`config.mk`:
```
export PLATFORM = sky130hd
export DESIGN_NAME = url_path_decode_validate_top
export DESIGN_NICKNAME = d
export VERILOG_FILES = /design/src/hw/rtl/upd_pkg.sv /design/src/hw/rtl/upd_step.sv /design/src/hw/rtl/url_path_decode_validate_top.sv
export SDC_FILE = /design/constraint.sdc
export NUM_CORES = 1
export LEC_CHECK = 0
export CORE_MARGIN = 2
export CORE_UTILIZATION = 38
export DETAILED_ROUTE_END_ITERATION = 8
export DONT_BUFFER_PORTS = 1
export GPL_ROUTABILITY_DRIVEN = 0
export GPL_TIMING_DRIVEN = 0
export MAX_ROUTING_LAYER = met4
export PLACE_DENSITY = 0.6
export SLEW_MARGIN = 20
export SYNTH_ARGS = -nofsm -noshare
export SYNTH_HDL_FRONTEND = slang
export SYNTH_HIERARCHICAL = 1
export SYNTH_SLANG_ARGS = --single-unit
```
`constraint.sdc`:
```
create_clock -name i_clk -period 28.3 [get_ports i_clk]
set_input_delay 4.245 -clock i_clk [delete_from_list [all_inputs] [get_ports i_clk]]
set_output_delay 4.245 -clock i_clk [all_outputs]
set_load 0.02 [all_outputs]
```
`src/hw/rtl/upd_pkg.sv`:
```
// Package for the URL path decode/validate block: types, codes and helpers.
// Used by upd_step and url_path_decode_validate_top. No dependencies.
`default_nettype none

package upd_pkg;

    // Sizes
    localparam int MAX_PATH = 4096;         // relative bytes emitted per path at most
    localparam int CNT_W    = 13;           // counter and register width
    localparam logic [CNT_W-1:0] CNT_MAX = {CNT_W{1'b1}};
    localparam int NUM_RES  = 4;            // results one item can cause
    localparam int NUM_SLOT = 5;            // decode slots per item

    // Configuration register indexes
    localparam logic CFG_MAX_RAW   = 1'b0;
    localparam logic CFG_PATH_ROOM = 1'b1;
    localparam logic [CNT_W-1:0] RST_MAX_RAW   = 13'd1024;
    localparam logic [CNT_W-1:0] RST_PATH_ROOM = 13'd1024;

    // Verdict error codes
    localparam logic [2:0] ERR_OK      = 3'd0;
    localparam logic [2:0] ERR_NO_ROOM = 3'd1;
    localparam logic [2:0] ERR_RAW_LEN = 3'd2;
    localparam logic [2:0] ERR_DOTDOT  = 3'd3;
    localparam logic [2:0] ERR_DSLASH  = 3'd4;
    localparam logic [2:0] ERR_BADCH   = 3'd5;
    localparam logic [2:0] ERR_HIDDEN  = 3'd6;
    localparam logic [2:0] ERR_TOOLONG = 3'd7;

    // Result kinds
    localparam logic KIND_BYTE    = 1'b0;
    localparam logic KIND_VERDICT = 1'b1;

    // Characters
    localparam logic [7:0] CH_PCT   = 8'h25;
    localparam logic [7:0] CH_PLUS  = 8'h2B;
    localparam logic [7:0] CH_SPACE = 8'h20;
    localparam logic [7:0] CH_DOT   = 8'h2E;
    localparam logic [7:0] CH_SLASH = 8'h2F;
    localparam logic [7:0] CH_BSL   = 8'h5C;
    localparam logic [7:0] CH_DASH  = 8'h2D;
    localparam logic [7:0] CH_USCR  = 8'h5F;

    // Fault flag bits
    localparam int FL_DOTDOT = 0;
    localparam int FL_DSLASH = 1;
    localparam int FL_BADCH  = 2;
    localparam int FL_HIDDEN = 3;

    typedef enum logic [1:0] {
        ESC_IDLE  = 2'd0,   // no escape pending
        ESC_PCT   = 2'd1,   // '%' seen
        ESC_DIGIT = 2'd2,   // '%' and one hex digit seen
        ESC_ENDED = 2'd3    // raw zero seen, rest ignored
    } t_esc;

    typedef enum logic [1:0] {
        POS_START = 2'd0,
        POS_SLASH = 2'd1,   // after the leading slash
        POS_INSIDE = 2'd2
    } t_pos;

    // Decoded-byte tracking state
    typedef struct packed {
        logic [7:0]       prev;
        t_pos             pos;
        logic             cut;
        logic [3:0]       flags;
        logic [CNT_W-1:0] path_count;
    } t_dec_state;

    // Whole per-path context
    typedef struct packed {
        t_esc             esc;
        logic [7:0]       held;
        logic [CNT_W-1:0] raw_count;
        t_dec_state       dec;
    } t_ctx;

    typedef struct packed {
        logic       kind;
        logic [7:0] data;
        logic       accepted;
        logic [2:0] err;
        logic       last;
    } t_result;

    typedef struct packed {
        t_dec_state st;
        logic       emit;
        logic [7:0] data;
    } t_dec_res;

    // {valid, value} of a hex digit
    function automatic logic [4:0] hex_val(logic [7:0] c);
        logic [4:0] v;
        v = 5'd0;
        if (c >= 8'h30 && c <= 8'h39) begin
            v = {1'b1, 4'(c - 8'h30)};
        end else if (c >= 8'h61 && c <= 8'h66) begin
            v = {1'b1, 4'(c - 8'h57)};
        end else if (c >= 8'h41 && c <= 8'h46) begin
            v = {1'b1, 4'(c - 8'h37)};
        end
        return v;
    endfunction

    function automatic logic char_ok(logic [7:0] c);
        return (c >= 8'h30 && c <= 8'h39) || (c >= 8'h61 && c <= 8'h7A) ||
               (c >= 8'h41 && c <= 8'h5A) || c == CH_SLASH || c == CH_DOT ||
               c == CH_DASH || c == CH_USCR || c == CH_SPACE;
    endfunction

    // One decoded byte: checks, position tracking, emission
    function automatic t_dec_res dec_byte(t_dec_state s, logic [7:0] c, logic en);
        t_dec_res r;
        r.st   = s;
        r.emit = 1'b0;
        r.data = (c == CH_SLASH) ? CH_BSL : c;
        if (en && !s.cut) begin
            if (c == 8'd0) begin
                r.st.cut = 1'b1;
            end else begin
                if (s.prev == CH_DOT && c == CH_DOT) r.st.flags[FL_DOTDOT] = 1'b1;
                if (s.prev == CH_SLASH && c == CH_SLASH) r.st.flags[FL_DSLASH] = 1'b1;
                r.st.prev = c;
                if (s.pos == POS_START && c == CH_SLASH) begin
                    r.st.pos = POS_SLASH;
                end else begin
                    if (s.pos != POS_INSIDE && c == CH_DOT) r.st.flags[FL_HIDDEN] = 1'b1;
                    r.st.pos = POS_INSIDE;
                    if (!char_ok(c)) r.st.flags[FL_BADCH] = 1'b1;
                    r.emit = (32'(s.path_count) < 32'(MAX_PATH));
                    if (s.path_count != CNT_MAX) r.st.path_count = s.path_count + 1'b1;
                end
            end
        end
        return r;
    endfunction

endpackage

`default_nettype wire

```
`src/hw/rtl/upd_step.sv`:
```
// Combinational step of the URL path decoder: one raw item against the context.
// Depends on upd_pkg. Gives the next context and up to four ordered results.
`default_nettype none

module upd_step (
    input  wire upd_pkg::t_ctx               i_ctx,
    input  wire logic [7:0]                  i_byte,
    input  wire logic                        i_has_byte,
    input  wire logic                        i_last,
    input  wire logic [upd_pkg::CNT_W-1:0]   i_max_raw,
    input  wire logic [upd_pkg::CNT_W-1:0]   i_path_room,
    output upd_pkg::t_ctx                    o_ctx,
    output upd_pkg::t_result [upd_pkg::NUM_RES-1:0] o_res,
    output logic [2:0]                       o_num
);
    import upd_pkg::*;

    logic [7:0] slot_c  [NUM_SLOT];
    logic       slot_en [NUM_SLOT];
    logic [4:0] hv_in;
    logic [4:0] hv_held;
    logic [7:0] fresh_c;
    logic       cut_after;
    t_esc       esc;
    logic [7:0] held;
    logic [CNT_W-1:0] raw;
    t_dec_state st;
    t_dec_res   dr;
    logic [2:0] n;
    logic [2:0] err;
    t_result    res [NUM_RES];

    assign hv_in   = hex_val(i_byte);
    assign hv_held = hex_val(i_ctx.held);
    assign fresh_c = (i_byte == CH_PLUS) ? CH_SPACE : i_byte;

    always_comb begin
        esc       = i_ctx.esc;
        held      = i_ctx.held;
        raw       = i_ctx.raw_count;
        cut_after = 1'b0;
        for (int i = 0; i < NUM_SLOT; i++) begin
            slot_c[i]  = 8'd0;
            slot_en[i] = 1'b0;
        end

        // Raw byte: escape handling; slot 2 carries the fresh byte
        if (i_has_byte && esc != ESC_ENDED) begin
            if (i_byte == 8'd0) begin
                slot_c[0]  = CH_PCT;
                slot_en[0] = (esc == ESC_PCT) || (esc == ESC_DIGIT);
                slot_c[1]  = held;
                slot_en[1] = (esc == ESC_DIGIT);
                esc        = ESC_ENDED;
                cut_after  = 1'b1;
            end else begin
                if (raw != CNT_MAX) raw = raw + 1'b1;
                unique case (esc)
                    ESC_PCT: begin
                        if (hv_in[4]) begin
                            held = i_byte;
                            esc  = ESC_DIGIT;
                        end else begin
                            slot_c[0]  = CH_PCT;
                            slot_en[0] = 1'b1;
                            esc        = ESC_IDLE;
                        end
                    end
                    ESC_DIGIT: begin
                        if (hv_in[4]) begin
                            slot_c[0]  = {hv_held[3:0], hv_in[3:0]};
                            slot_en[0] = 1'b1;
                        end else begin
                            slot_c[0]  = CH_PCT;
                            slot_en[0] = 1'b1;
                            slot_c[1]  = held;
                            slot_en[1] = 1'b1;
                        end
                        esc = ESC_IDLE;
                    end
                    ESC_IDLE, ESC_ENDED: begin
                    end
                endcase
                // Fresh byte once no escape is pending
                if (esc == ESC_IDLE && !(i_ctx.esc == ESC_DIGIT && hv_in[4])) begin
                    if (i_byte == CH_PCT) begin
                        esc = ESC_PCT;
                    end else begin
                        slot_c[2]  = fresh_c;
                        slot_en[2] = 1'b1;
                    end
                end
            end
        end

        // Flush a pending escape at the end of the path
        if (i_last && esc != ESC_ENDED) begin
            slot_c[3]  = CH_PCT;
            slot_en[3] = (esc == ESC_PCT) || (esc == ESC_DIGIT);
            slot_c[4]  = held;
            slot_en[4] = (esc == ESC_DIGIT);
            esc        = ESC_IDLE;
        end

        // Run decoded bytes in order, appending emitted ones
        st = i_ctx.dec;
        n  = 3'd0;
        for (int i = 0; i < NUM_RES; i++) begin
            res[i] = '0;
        end
        for (int i = 0; i < NUM_SLOT; i++) begin
            dr = dec_byte(st, slot_c[i], slot_en[i]);
            st = dr.st;
            if (dr.emit && n < 3'(NUM_RES)) begin
                res[n[1:0]].kind = KIND_BYTE;
                res[n[1:0]].data = dr.data;
                n = n + 1'b1;
            end
        end
        if (cut_after) st.cut = 1'b1;

        // Verdict in priority order
        if (i_path_room <= 13'd1) begin
            err = ERR_NO_ROOM;
        end else if (raw == '0 ||
                     (raw == 13'd1 && st.pos == POS_SLASH && st.path_count == '0)) begin
            err = ERR_OK;
        end else if (raw >= i_max_raw) begin
            err = ERR_RAW_LEN;
        end else if (st.flags[FL_DOTDOT]) begin
            err = ERR_DOTDOT;
        end else if (st.flags[FL_DSLASH]) begin
            err = ERR_DSLASH;
        end else if (st.flags[FL_BADCH]) begin
            err = ERR_BADCH;
        end else if (st.flags[FL_HIDDEN]) begin
            err = ERR_HIDDEN;
        end else if (st.path_count >= i_path_room) begin
            err = ERR_TOOLONG;
        end else begin
            err = ERR_OK;
        end

        if (i_last && n < 3'(NUM_RES)) begin
            res[n[1:0]].kind     = KIND_VERDICT;
            res[n[1:0]].data     = 8'd0;
            res[n[1:0]].accepted = (err == ERR_OK);
            res[n[1:0]].err      = err;
            res[n[1:0]].last     = 1'b1;
            n = n + 1'b1;
        end

        // Next context; the end of a path returns to the start state
        if (i_last) begin
            o_ctx = '0;
        end else begin
            o_ctx.esc       = esc;
            o_ctx.held      = held;
            o_ctx.raw_count = raw;
            o_ctx.dec       = st;
        end
        o_num = n;
        for (int i = 0; i < NUM_RES; i++) begin
            o_res[i] = res[i];
        end
    end

endmodule

`default_nettype wire

```
`src/hw/rtl/url_path_decode_validate_top.sv`:
```
// Top level of the URL path decoder/validator: input register, step logic,
// result queue and configuration registers. Depends on upd_pkg and upd_step.
//
// Usage:
//   s_axis: one raw path byte per item in tdata; tuser is has_byte (0 = no
//   byte, used for an empty path); tlast marks the final item of a path.
//   m_axis: tuser is the kind (0 path byte, 1 verdict); tdata carries the
//   decoded byte with '/' shown as '\', the accepted bit and the error code;
//   tlast is set on the verdict that ends the path.
//   cfg: write of max_raw_length (index 0) or path_room (index 1); always
//   ready. Write only while no item is in flight.
// Flow: an accepted item waits in the input register; its step results are
// then loaded into the result queue, whose head drives m_axis. Throughput:
// one item per cycle while each item causes at most one result and m_axis
// is ready. An item that causes several results (up to four: pending escape
// bytes, the byte itself and the verdict) holds the output until all are
// taken, and the input register waits behind the four-entry result queue.
// Reset clears the path context, the queue and the input register, and loads
// both registers with 1024. When the receiver stalls, results stay in the
// queue and one more item is held in the input register before ready drops.
`default_nettype none

module url_path_decode_validate_top (
    input  wire logic        i_clk,
    input  wire logic        i_rst_n,
    // Raw path input
    input  wire logic        s_axis_tvalid,
    output logic             s_axis_tready,
    input  wire logic [7:0]  s_axis_tdata,   // [7:0] in_byte
    input  wire logic        s_axis_tuser,   // [0] has_byte
    input  wire logic        s_axis_tlast,
    // Results
    output logic             m_axis_tvalid,
    input  wire logic        m_axis_tready,
    output logic [15:0]      m_axis_tdata,   // [7:0] out_byte, [8] accepted,
                                             // [11:9] error_code, [15:12] zero
    output logic             m_axis_tuser,   // [0] out_kind
    output logic             m_axis_tlast,
    // Configuration writes
    input  wire logic        i_cfg_valid,
    output logic             o_cfg_ready,
    input  wire logic        i_cfg_index,
    input  wire logic [12:0] i_cfg_data
);
    import upd_pkg::*;

    logic             r_in_valid;
    logic [7:0]       r_in_byte;
    logic             r_in_has;
    logic             r_in_last;
    t_ctx             r_ctx;
    t_result          r_ob [NUM_RES];
    logic [2:0]       r_ob_num;
    logic [CNT_W-1:0] r_max_raw;
    logic [CNT_W-1:0] r_path_room;

    t_ctx                    n_ctx;
    t_result [NUM_RES-1:0]   step_res;
    logic [2:0]              step_num;
    logic                    q_free;
    logic                    q_take;
    logic                    do_step;
    logic                    in_acc;

    upd_step u_step (
        .i_ctx       (r_ctx),
        .i_byte      (r_in_byte),
        .i_has_byte  (r_in_has),
        .i_last      (r_in_last),
        .i_max_raw   (r_max_raw),
        .i_path_room (r_path_room),
        .o_ctx       (n_ctx),
        .o_res       (step_res),
        .o_num       (step_num)
    );

    // Handshake control
    assign q_take        = m_axis_tvalid && m_axis_tready;
    assign q_free        = (r_ob_num == 3'd0) || (r_ob_num == 3'd1 && m_axis_tready);
    assign do_step       = r_in_valid && q_free;
    assign s_axis_tready = !r_in_valid || q_free;
    assign in_acc        = s_axis_tvalid && s_axis_tready;
    assign o_cfg_ready   = 1'b1;

    // Output from the head of the queue
    assign m_axis_tvalid = (r_ob_num != 3'd0);
    assign m_axis_tdata  = {4'd0, r_ob[0].err, r_ob[0].accepted, r_ob[0].data};
    assign m_axis_tuser  = r_ob[0].kind;
    assign m_axis_tlast  = r_ob[0].last;

    // Control state
    always_ff @(posedge i_clk) begin
        if (!i_rst_n) begin
            r_in_valid  <= 1'b0;
            r_ctx       <= '0;
            r_ob_num    <= 3'd0;
            r_max_raw   <= RST_MAX_RAW;
            r_path_room <= RST_PATH_ROOM;
        end else begin
            if (in_acc) begin
                r_in_valid <= 1'b1;
            end else if (do_step) begin
                r_in_valid <= 1'b0;
            end
            if (do_step) begin
                r_ctx    <= n_ctx;
                r_ob_num <= step_num;
            end else if (q_take) begin
                r_ob_num <= r_ob_num - 1'b1;
            end
            if (i_cfg_valid && o_cfg_ready) begin
                unique case (i_cfg_index)
                    CFG_MAX_RAW:   r_max_raw   <= i_cfg_data;
                    CFG_PATH_ROOM: r_path_room <= i_cfg_data;
                endcase
            end
        end
    end

    // Input register payload
    always_ff @(posedge i_clk) begin
        if (in_acc) begin
            r_in_byte <= s_axis_tdata;
            r_in_has  <= s_axis_tuser;
            r_in_last <= s_axis_tlast;
        end
    end

    // Result queue payload: load on a step, shift toward the head on a take
    always_ff @(posedge i_clk) begin
        if (do_step) begin
            for (int i = 0; i < NUM_RES; i++) begin
                r_ob[i] <= step_res[i];
            end
        end else if (q_take) begin
            for (int i = 0; i < NUM_RES - 1; i++) begin
                r_ob[i] <= r_ob[i+1];
            end
        end
    end

endmodule

`default_nettype wire
```
---- Yosys cells after proc, flatten, opt, wreduce, memory -nomap -nowiden ----
Memory sizes are Yosys's and may differ from the RTL's.
Cells that the tools add are included.
cells by class
  add/subtract/negate cells ............... 18
  $mul .................................... 0
  div/mod/pow operators ................... 0
  order comparisons ....................... 65
  equality and inequality tests ........... 57
  shift operators ......................... 0
  mux-type cells .......................... 183
  bitwise logic cells ..................... 9
  reduce and logical (&&, ||, !) cells .... 134
operator list
  cell                   count
  $bwmux 56              13
  $demux 14 s2           13
  $mux 56                5
  $eq 8x6->1 const B     28
  $mux 14                14
  $mux 13                13
  $mux 29                5
  $mux 8                 16
  $ge 8x7->1 const B     12
  $le 8x7->1 const B     12
  $mux 18                5
  $add 13x1->13 const B  6
  $ne 13x13->1 const B   6
  $logic_and 1x1->1      66
  $lt 13x13->1 const B   5
  $mux 51                1
  $mux 10                5
  $ge 8x6->1 const B     6
  $le 8x6->1 const B     6
  $logic_not 8->1        6
  $mux 3                 16
  $mux 1                 42
  $logic_or 1x1->1       40
  $mux 2                 20
  other kinds (43)       105
storage, ports and cells
  bits in registers ....................... 91
  bits in latches ......................... 0
  bits in writable memories ............... 56
  memory bits (read-only) ................. 0
  bits of input ports ..................... 29
  output and inout port bits .............. 21
  logic and storage cells ................. 482
  memories ................................ 1
memory list
  memory  words  width  rd ports  clocked after Yosys merged registers in  wr ports  line                                source
  r_ob    4      14     4         0                                        4         url_path_decode_validate_top.sv:52  t_result r_ob [NUM_RES];

---- Logic depth before layout (Yosys ltp) ----
  depth in word-level cells ............... 66
  mapped depth ............................ 65

---- Hierarchy ----
The synthesis kept the hierarchy.
by module, submodules not included
  module                        times used  cells an instance  area an instance (µm²)  sequential area each (µm²)
  upd_step                      1           1308               8110.3                  0.0
  url_path_decode_validate_top  1           507                5873.1                  3603.5

---- Least setup slack after synthesis ----
Ideal clock, no wire load.
  kind .................................... register -> register
  start ................................... register r_in_byte[0]
  end ..................................... memory r_ob[1][2] (netlist name) (data pin)
  data arrival time ....................... 10.659 ns
  setup slack ............................. 17.381 ns
  stages on the path, launching flop included .. 59
  period minus slack after synthesis ...... 10.919 ns
  path through ............................ edfxtp_1 > clkbuf_1 > inv_1 > ha_1 > or3b_1 > or3b_4 > a221o_1 > a21o_1 > nor4_1 > a21oi_1 > buf_2 > nand2_1 > mux2_2 > ha_1 > clkbuf_1 > nand2_1 > o21ai_2 > xnor2_1 > [... 23 more ...] > nand2b_1 > a21oi_1 > nor2b_1 > o21ai_0 > nand2b_1 > a21oi_1 > nor2b_1 > o21ai_0 > nand2_1 > a21oi_1 > nor2b_1 > o21ai_0 > nand2b_1 > nor2b_1 > nor2b_1 > o21ai_0 > nor3b_1 > mux2_4
RTL lines
  item                    line                                 source
  start, declared         url_path_decode_validate_top.sv:48   logic [7:0] r_in_byte;
  start signal, assigned  url_path_decode_validate_top.sv:123  r_in_byte <= s_axis_tdata;
  end, declared           url_path_decode_validate_top.sv:52

==> summary.txt <==
status: completed
Port Buffers: 0
WP data arrival: 14.06 ns
Worst-Margin Slew: 1.158 ns
Layout Nets: 1930
Hold Startpoint: r_max_raw[11]
pin count of the biggest net entering global routing: 26
Slew Limit Headroom: 0.2061
met3 wire length: 3.614 mm
Hold Path Class: flip-flop to flip-flop
PD cells: 55.26 nW/um2
H-tree depth: 4
M1 WL: 20.15 mm
Tmin final: 13.86 ns
final setup margin: 14.44 ns
leading cell types in the layout, fill and taps excluded: nand2_1 (194), a21oi_1 (165), nor2_1 (159)
first-pass GRT wire length: 72.61 mm
TNS Setup: 0 ns
# rows: 70
Peak VDD IR: 0.04075 mV
Final Util: 0.4183
hpwl dp: 35.98 mm
Pre-Repair DR Iteration Count: 6
Sink Count: 147
sequential area share after synthesis: 0.2577
Reg-to-Reg Start: r_in_byte[0]
total number of vias: 14.27k
gr ovfl total: 0
Syn Inst Count: 1815
Clk pin slew, worst setup/hold paths: 0.07 ns
CORE AREA: 36430 um2
synth unique cells: 112
Crit Path Class: flip-flop to flip-flop
CP Capture Type: flip-flop
leading cell type in the layout, fill and taps excluded: nand2_1
Setup Fix Bufs, Post-CTS: 0
ys flop type: dfxtp_1
worst skew pair latency: 0.44 ns
Residual DRC: 0
total global-route track usage: 0.2443
CTS Buffer Depth: 2
vias in the first global route: 13.42k
Iter 0 DRT Violations: 1625
wire per inst: 19.80 um
Peak Freq: 72.13 MHz
startpoint types: flip-flop
syn_area_per_cell: 7.704 um2
via/cell ratio: 6.149
period utilisation layout: 0.4899
Post-CTS Hold Buffers: 0
layout cells sized above 1: 0.1037
synth warn: 6
unrepaired setup endpoints after global routing: false
die area: 38350 um2
CP startpoint: r_in_byte[0]
WL met2: 20.27 mm
placed instance area: 14630 um2
Num CTS Buffers: 17
area of the mapped netlist: 13980 um2
Ports: 50
register-to-register path setup slack: 14.44 ns
Resize count post-CTS: 0
largest fanout on the critical path: 10
Area Overhead vs Synth: 9.001%
cell area after layout: 15240 um2
Critical Path RT: 28.50 ns
Critical Path Max Stage Delay: 0.65 ns
count of flip-flops with a built-in enable after synthesis: 66
Die X: 195.8 um
cell with the largest stage delay on the worst path: a211oi_1
Yosys reg bits: 147
Final Setup Violations: 0
Top Metal Used: met4
Starting Density: 0.3838
Die Height: 195.8 um
Root Driver: clkbuf_16
clk_skew: 0.007301 ns
dpl ws: 14.74 ns
Max-cap violations: 0
leakage: 0.005670 uW
Final Slew Violations: 0
Routed Antenna Nets: 0
antenna violations before repair: 1
CTS tree: done
Post-synth ARST share: 0
drt total wl: 45.93 mm
final hold violations: 0
[cell usage after synthesis (11+ instances only)]
cell type / number / area share
edfxtp_1: 66 / 0.14
and2_1: 28 / 0.013
nor2_1: 160 / 0.043
nand3_1: 116 / 0.042
nand2b_1: 20 / 0.0089
mux2_4: 40 / 0.043
dfxtp_1: 81 / 0.12
or3_1: 19 / 0.0085
o211ai_1: 17 / 0.0091
nor4_1: 15 / 0.0067
buf_4: 11 / 0.0059
a211oi_1: 21 / 0.011
ha_1: 63 / 0.056
nor2b_1: 38 / 0.017
o21ai_0: 123 / 0.044
nor3_1: 50 / 0.018
and3_1: 19 / 0.0085
clkbuf_1: 59 / 0.016
nand2_1: 194 / 0.052
inv_1: 80 / 0.021
buf_2: 18 / 0.0064
mux2i_1: 17 / 0.012
nand4_1: 40 / 0.018
xor2_1: 20 / 0.013
a21o_1: 19 / 0.010
a31oi_1: 26 / 0.012
a21oi_1: 166 / 0.059
xnor2_1: 37 / 0.023
o2111ai_1: 15 / 0.0094
[critical path: cells and delay by family (launching register included)]
| family | cells | cell delay [ns] |
|---|---|---|
| and+or+nand+nor | 19 | 2.94 |
| muxes | 2 | 0.67 |
| adders and majority gates | 6 | 1.29 |
| DFF | 1 | 0.39 |
| xor gates and xnor gates | 4 | 0.95 |
| buffers and inverters | 10 | 2.41 |
| AOI/OAI and AO/OA | 20 | 4.96 |
[metal layers]
layer,global-route usage,vias to the layer above
met5,-,-
met4,0.1004,0
met3,0.04745,142
met2,0.3758,644
met1,0.3147,6755
li1,-,6724
[cell families (layout without fill, tap and decap cells)]
group                      after synthesis  after routing  synth area share
other                                    2              6         0.0005371
adders and majority gates               63             63           0.05637
DFF                                    147            147            0.2577
and+or+nand+nor                        771            771            0.2828
muxes                                   68             68           0.06478
buffers and inverters                  190            223           0.06013
AOI/OAI and AO/OA                      517            517            0.2419
xor gates and xnor gates                57             57           0.03570
[sequential cells by signal (all words and copies together), names as in the netlist]
register and cells:
r_ctx 51, r_in_byte 8, r_in_has 1, r_in_last 1, r_in_valid 1, r_max_raw 13
r_ob 56, r_ob_num 3, r_path_room 13
[power breakdown]
part           total (uW)  leakage [uW]  internal (uW)  switching (uW)
clock network         233      0.000293            130             103
logic                 298       0.00408            109             189
registers             312       0.00130            283            28.8
[cell type report]
class	instances	area, um2
diodes	1	2.502
plain buffers	107	529.3
clock buffers	18	450.4
clock inverters	14	156.4
fillers	3725	21190
inverters	83	311.5
multi-input cells	1481	9575
flip-flops and latches	147	3603
well taps	468	585.6
repair buffers	1	27.53
[stage by stage]
stage	cells	power [uW]	hold slack (ns)
2_1_floorplan	1818	529.1	0.4363
3_3_place_gp	2286	599.8	0.4477
3_5_place_dp	2287	610.5	0.4503
4_1_cts	2319	844.8	0.4598
5_1_grt	2320	886.3	0.4748
6_report	2320	842.3	0.4578
[worst paths after layout]
check | to | depth (start not counted)
setup / recovery | r_ob[0][2] | 61
hold / removal | r_max_raw[11] | 2
setup reg to reg | r_ob[0][2] | 61
hold reg to reg | r_max_raw[11] | 2
No activity file was read; power rests on OpenSTA's default activity.
